`src/ffra_table.sv`:
```
`timescale 1ns / 1ps
`default_nettype none
// ----------------------------------------------------------------------------
// ffra_table
// One range table: start and length memory with one write and one
// registered read port.
// ----------------------------------------------------------------------------
module ffra_table #(
  parameter int Depth = 16,
  parameter int AW    = 48,
  parameter int IdxW  = 4
) (
  input  wire logic            clk_i,
  input  wire logic            we_i,
  input  wire logic [IdxW-1:0] waddr_i,
  input  wire logic [AW-1:0]   wstart_i,
  input  wire logic [AW:0]     wlen_i,
  input  wire logic [IdxW-1:0] raddr_i,
  output logic      [AW-1:0]   rstart_o,
  output logic      [AW:0]     rlen_o
);
  logic [2*AW:0] mem [Depth];

  always_ff @(posedge clk_i) begin
    if (we_i) begin
      mem[waddr_i] <= {wstart_i, wlen_i};
    end
    {rstart_o, rlen_o} <= mem[raddr_i];
  end
endmodule
`default_nettype wire

```
`config.mk`:
```
export PLATFORM = sky130hd
export DESIGN_NAME = ffra_table
export DESIGN_NICKNAME = d
export VERILOG_FILES = /design/src/ffra_table.sv
export SDC_FILE = /design/constraint.sdc
export NUM_CORES = 1
export LEC_CHECK = 0
export ABC_AREA = 1
export BUFFER_PORTS_ARGS = -buffer_cell sky130_fd_sc_hd__buf_2
export CORE_MARGIN = 2
export CORE_UTILIZATION = 30
export DETAILED_ROUTE_END_ITERATION = 7
export PLACE_DENSITY = 0.51
export SLEW_MARGIN = 20
export SYNTH_ARGS = -nofsm -noshare
export SYNTH_HDL_FRONTEND = slang
export SYNTH_SLANG_ARGS = --single-unit
```
`constraint.sdc`:
```
create_clock -name clk_i -period 15.2 [get_ports clk_i]
set_input_delay 0.76 -clock clk_i [delete_from_list [all_inputs] [get_ports clk_i]]
set_output_delay 0.76 -clock clk_i [all_outputs]
set_load 0.005 [all_outputs]
```
# [Yosys cells after proc, flatten, opt, wreduce, memory -nomap -nowiden]
# Memories as Yosys holds them, arrays and structs flattened. A register that Yosys moved wholly into a read port is not among the register bits.
# Index checks and enable logic that the tools add are counted.
[word_totals] register_bits=0 mem_bits_rw=1552 input_bits=107 out_inout_bits=97 word_cells=3 n_memories=1
[memory_table] name="mem" words=16 word_bits=97 rd=1 rd_clocked_by_memory_dff=1 write_ports=1 line_no="22" source="logic [2*AW:0] mem [Depth];"
[classes] mux=2
[ops] op="two-way mux 1 bit" n=2

# [Logic depth before layout (Yosys ltp)]
[logic_depth] ltp_word=2 ltp_mapped=10 mapped_depth_nobuf=7

# [Least setup slack after synthesis]
# OpenSTA, ideal clock, no wires.
[synth_timing] path_type="in2reg" from="input waddr_i[2]" to="memory mem[10][0] in the netlist's numbering, enable pin" setup_ns=0.554 arrival_time_ns=5.015 required_ns=14.646 setup_slack_ns=9.632 cell_stages=2 n_path_buf=0 path_cell_list="nand3b_1 -> nor2_1"
[synth_rtl] item="start: declaration" line_no="15" source="input wire logic [IdxW-1:0] waddr_i,"
[synth_rtl] item="end: declaration" line_no="22"
# Straight into the memory's write port.

==> impl_results.html <==
<table>
<tr><th>Metric</th><th>Value</th></tr>
<tr><th colspan="2">Outcome</th></tr>
<tr><td>Status</td><td>completed</td></tr>
<tr><th colspan="2">STA</th></tr>
<tr><td>Final total negative setup slack</td><td>0 ns</td></tr>
<tr><td>Number of failing setup endpoints in the final timing report</td><td>0</td></tr>
<tr><td>Number of hold-slack violations in the final timing report</td><td>0</td></tr>
<tr><td>F_max</td><td>266 MHz</td></tr>
<tr><td>Final Skew</td><td>about 0.022 ns</td></tr>
<tr><td>Max Slew Vio Count</td><td>0</td></tr>
<tr><td>Measured slew at the worst slew-check pin</td><td>1.12 ns</td></tr>
<tr><td>Final worst slack</td><td>roughly 11 ns</td></tr>
<tr><td>Normalized max-slew margin</td><td>between 20% and 30%</td></tr>
<tr><td>Time the final worst path needs with I/O delays and setup</td><td>approximately 3.8 ns</td></tr>
<tr><td>Unrepaired setup endpoints after global routing</td><td>no</td></tr>
<tr><td>Share of the clock period used by the worst path after layout</td><td>24.7%</td></tr>
<tr><th colspan="2">Worst setup path</th></tr>
<tr><td>Worst Setup End Kind</td><td>flip-flop</td></tr>
<tr><td>Crit path launch</td><td>raddr_i[0]</td></tr>
<tr><td>Family of cells with the greatest summed delay on the critical path</td><td>buffers and inverters</td></tr>
<tr><td>Max Fanout on Critical Path</td><td>around 90</td></tr>
<tr><td>Delay of the slowest critical-path stage</td><td>around 0.87 ns</td></tr>
<tr><td>Cells along the critical path</td><td>buf_8, buf_4, buf_4, buf_4, nand2_1, nand3_1, nand3_1, nand3_1, nand2_1</td></tr>
<tr><td>WP data required</td><td>roughly 16 ns</td></tr>
<tr><td>Kind of start point of the critical path</td><td>primary input</td></tr>
<tr><td>Worst EP arrival</td><td>between 4 and 5 ns</td></tr>
<tr><td>Type of the worst setup path</td><td>in2reg</td></tr>
<tr><td>Startpoint of the worst-slack reg-to-reg timing path</td><td>mem[9][95]$_DFFE_PP_</td></tr>
<tr><td>Slowest cell on the critical path</td><td>sky130_fd_sc_hd__buf_4</td></tr>
<tr><td>Number of buffer and inverter instances along the worst setup path</td><td>4</td></tr>
<tr><th colspan="2">Power</th></tr>
<tr><td>Leakage</td><td>around 32 nW</td></tr>
<tr><td>Power consumption</td><td>9.82 mW</td></tr>
<tr><td>Logic gate share of total power</td><td>5.7%</td></tr>
<tr><td>Net switching power</td><td>2.22 mW</td></tr>
<tr><td>Maximum VDD drop</td><td>around 0.077 mV</td></tr>
<tr><td>Reg power frac</td><td>between 50 and 60%</td></tr>
<tr><td>Portion of total power attributed to the clock network</td><td>roughly 42%</td></tr>
<tr><td>Pwr per Cell Area</td><td>roughly 130 nW/um^2</td></tr>
<tr><td>Switching share of total power</td><td>between 20% and 30%</td></tr>
<tr><td>Internal cell power</td><td>about 7.6 mW</td></tr>
<tr><th colspan="2">Floorplanning</th></tr>
<tr><td>Ports placed on the boundary</td><td>204</td></tr>
<tr><td>Die ar.</td><td>231000 sq um</td></tr>
<tr><td>Number of core rows</td><td>around 170</td></tr>
<tr><td>Core area</td><td>about 230000 sq um</td></tr>
<tr><td>Initial standard-cell utilization of the core</td><td>a little under a third</td></tr>
<tr><td>Chip Width</td><td>between 400 and 500 um</td></tr>
<tr><td>Die Ht</td><td>around 480 um</td></tr>
<tr><th colspan="2">Synthesis</th></tr>
<tr><td>Nets in the synthesized netlist</td><td>between 6000 and 7000</td></tr>
<tr><td>Yosys cell types</td><td>14</td></tr>
<tr><td>Mean Syn Cell Area</td><td>~11 sq um</td></tr>
<tr><td>Number of instances in the synthesized netlist</td><td>approximately 6400</td></tr>
<tr><td>Warnings from Yosys</td><td>0</td></tr>
<tr><td>Sequential fraction of the synthesis area</td><td>71.4%</td></tr>
<tr><td>Netlist area before placement</td><td>a little under 70000 sq um</td></tr>
<tr><td>Number of synthesized register bits</td><td>roughly 1600</td></tr>
<tr><th colspan="2">GRT</th></tr>
<tr><td>GRT Resource Usage Total</td><td>between 10% and 20%</td></tr>
<tr><td>Largest net degree at the start of global routing</td><td>between 150 and 200</td></tr>
<tr><td>Vias in the first global route</td><td>between 40000 and 50000</td></tr>
<tr><td>Antenna violations before repair</td><td>between 50 and 60</td></tr>
<tr><td>Wire length of the first global-routing pass</td><td>~280000 um</td></tr>
<tr><td>Remaining global-route overflow</td><td>0</td></tr>
<tr><th colspan="2">Final layout</th></tr>
<tr><td>P&amp;R area growth vs syn</td><td>14.0%</td></tr>
<tr><td>Number of fill cells</td><td>approximately 22000</td></tr>
<tr><td>Ratio of cells with drive above 1 in the final layout</td><td>between 7 and 8%</td></tr>
<tr><td>Finished Layout Cells</td><td>between 9000 and 10000</td></tr>
<tr><td>Most frequent standard cell in the layout excluding fill and tap cells</td><td>sky130_fd_sc_hd__nand2_1</td></tr>
<tr><td>Most frequent cells in the layout</td><td>sky130_fd_sc_hd__nand2_1 (2042), sky130_fd_sc_hd__edfxtp_1 (1552), sky130_fd_sc_hd__inv_1 (1166)</td></tr>
<tr><td>Net count of the finished layout</td><td>between 6000 and 7000</td></tr>
<tr><th colspan="2">Drt</th></tr>
<tr><td>Wire length per cell after detailed routing</td><td>approximately 19 um</td></tr>
<tr><td>Avg Vias per Cell</td><td>roughly 4.5</td></tr>
<tr><td>Number of remaining DRC errors</td><td>0</td></tr>
<tr><td>Router iterations before antenna repair</td><td>5</td></tr>
<tr><td>Vias post-DR</td><td>about 43000</td></tr>
<tr><td>Remaining antenna violation count after routing</td><td>0</td></tr>
<tr><td>Final wirelength</td><td>approximately 190000 um</td></tr>
<tr><td>Number of violations reported at the end of detailed-routing iteration 0</td><td>~3200</td></tr>
<tr><th colspan="2">Hold path</th></tr>
<tr><td>Hold Path Origin</td><td>wlen_i[22]</td></tr>
<tr><td>Class of the tightest hold or removal check</td><td>in2reg</td></tr>
<tr><th colspan="2">Run</th></tr>
<tr><td>Max-cap violation count</td><td>0</td></tr>
<tr><th colspan="2">Clocking</th></tr>
<tr><td>Number of hold buffers added after CTS</td><td>0</td></tr>
<tr><td>CTS H-Tree Depth</td><td>4</td></tr>
<tr><td>TritonCTS clock tree</td><td>yes</td></tr>
<tr><td>Clock slew at the register clock pins of the worst setup and hold paths</td><td>around 0.060 ns</td></tr>
<tr><td># resized after CTS</td><td>0</td></tr>
<tr><td>Sink count of the clock tree</td><td>1649</td></tr>
<tr><td>Insertion delay of the later-clocked pin in the worst-skew pair</td><td>0.81 ns</td></tr>
<tr><td>Total clock buffers created by CTS</td><td>169</td></tr>
<tr><td>Post-CTS setup buffers</td><td>0</td></tr>
<tr><td>CTS max path bufs</td><td>3</td></tr>
<tr><td>CTS root buffer</td><td>sky130_fd_sc_hd__clkbuf_16</td></tr>
<tr><th colspan="2">Placement</th></tr>
<tr><td>Port Buffer Count</td><td>around 200</td></tr>
<tr><td>Placed insts</td><td>~9300</td></tr>
<tr><td>Worst slack at placement</td><td>roughly 11 ns</td></tr>
<tr><td>Global placement routability congestion</td><td>0.742</td></tr>
<tr><td>Half-perimeter wire length after placement</td><td>about 86000 um</td></tr>
</table>
-- cells in the mapped netlist (all sizes together) --
library cell | count | area (sq um)
dfxtp | 97 | 1940
edfxtp | 1552 | 46600
inv | 1169 | 4390
nand3 | 1165 | 5830
clkinv | 1 | 3.75
nand3b | 2 | 15.0
buf | 257 | 1280
nor2 | 17 | 63.8
nand2 | 2042 | 7660
clkbuf | 64 | 240
-- metrics by stage --
stage / hold WS, ns / cell area [sq um] / util [%]
floorplan: 0.607 / 68000 / -
global placement: 0.636 / 72000 / 32.0
detailed placement: 0.632 / 72000 / 32.0
CTS: 0.261 / 77500 / 34.4
global route: 0.306 / 77500 / 34.4
finish: 0.327 / 77500 / 34.4
-- area by class of cell --
type	instances	area [sq um]	area share [%]
flip-flops and latches	1649	48500	62.6
multi-input cells	3226	13700	17.7
clock buffers	244	4820	6.21
inverters	1170	4420	5.70
well taps	2992	3740	4.83
repair buffers	259	1640	2.11
clock inverters	71	658	0.849
diodes	7	17.5	0.0226
-- power groups by stage --
stage                     clock network [mW]  logic [mW]  registers (mW)
after global routing                    4.39       0.633            5.13
after CTS                               4.23       0.575            5.13
after floorplan                            0       0.324            5.21
after global placement                     0       0.568            5.22
after detailed placement                   0       0.572            5.22
final                                   4.14       0.563            5.13
-- routing by layer --
metal  share of wire, %  global-route usage [%]
met5               0.15                       0
met4                2.8                    5.12
met3                5.0                    2.83
met2                 49                    27.7
met1                 43                    20.0
-- final timing paths --
path / end / cells past startpoint / slack [ns]
hold / removal: mem[7][22]$_DFFE_PP_ / 1 / 0.33
hold reg to reg: rstart_o[40]$_DFF_P_ / 6 / 0.64
setup reg to reg: rstart_o[46]$_DFF_P_ / 6 / 14.11
setup / recovery: rstart_o[20]$_DFF_P_ / 9 / 11.45
-- state kept, by name, summed over array words and instances, names as in the netlist --
signal and count:
rlen_o 49, mem 1552, rstart_o 48
-- logic make-up after synthesis --
| family | synth area share [%] |
|---|---|
| buffers and inverters | 8.69 |
| flip-flops | 71.4 |
| AND/OR/NAND/NOR | 20.0 |
Note: power is estimated with default switching activity, not from simulation.
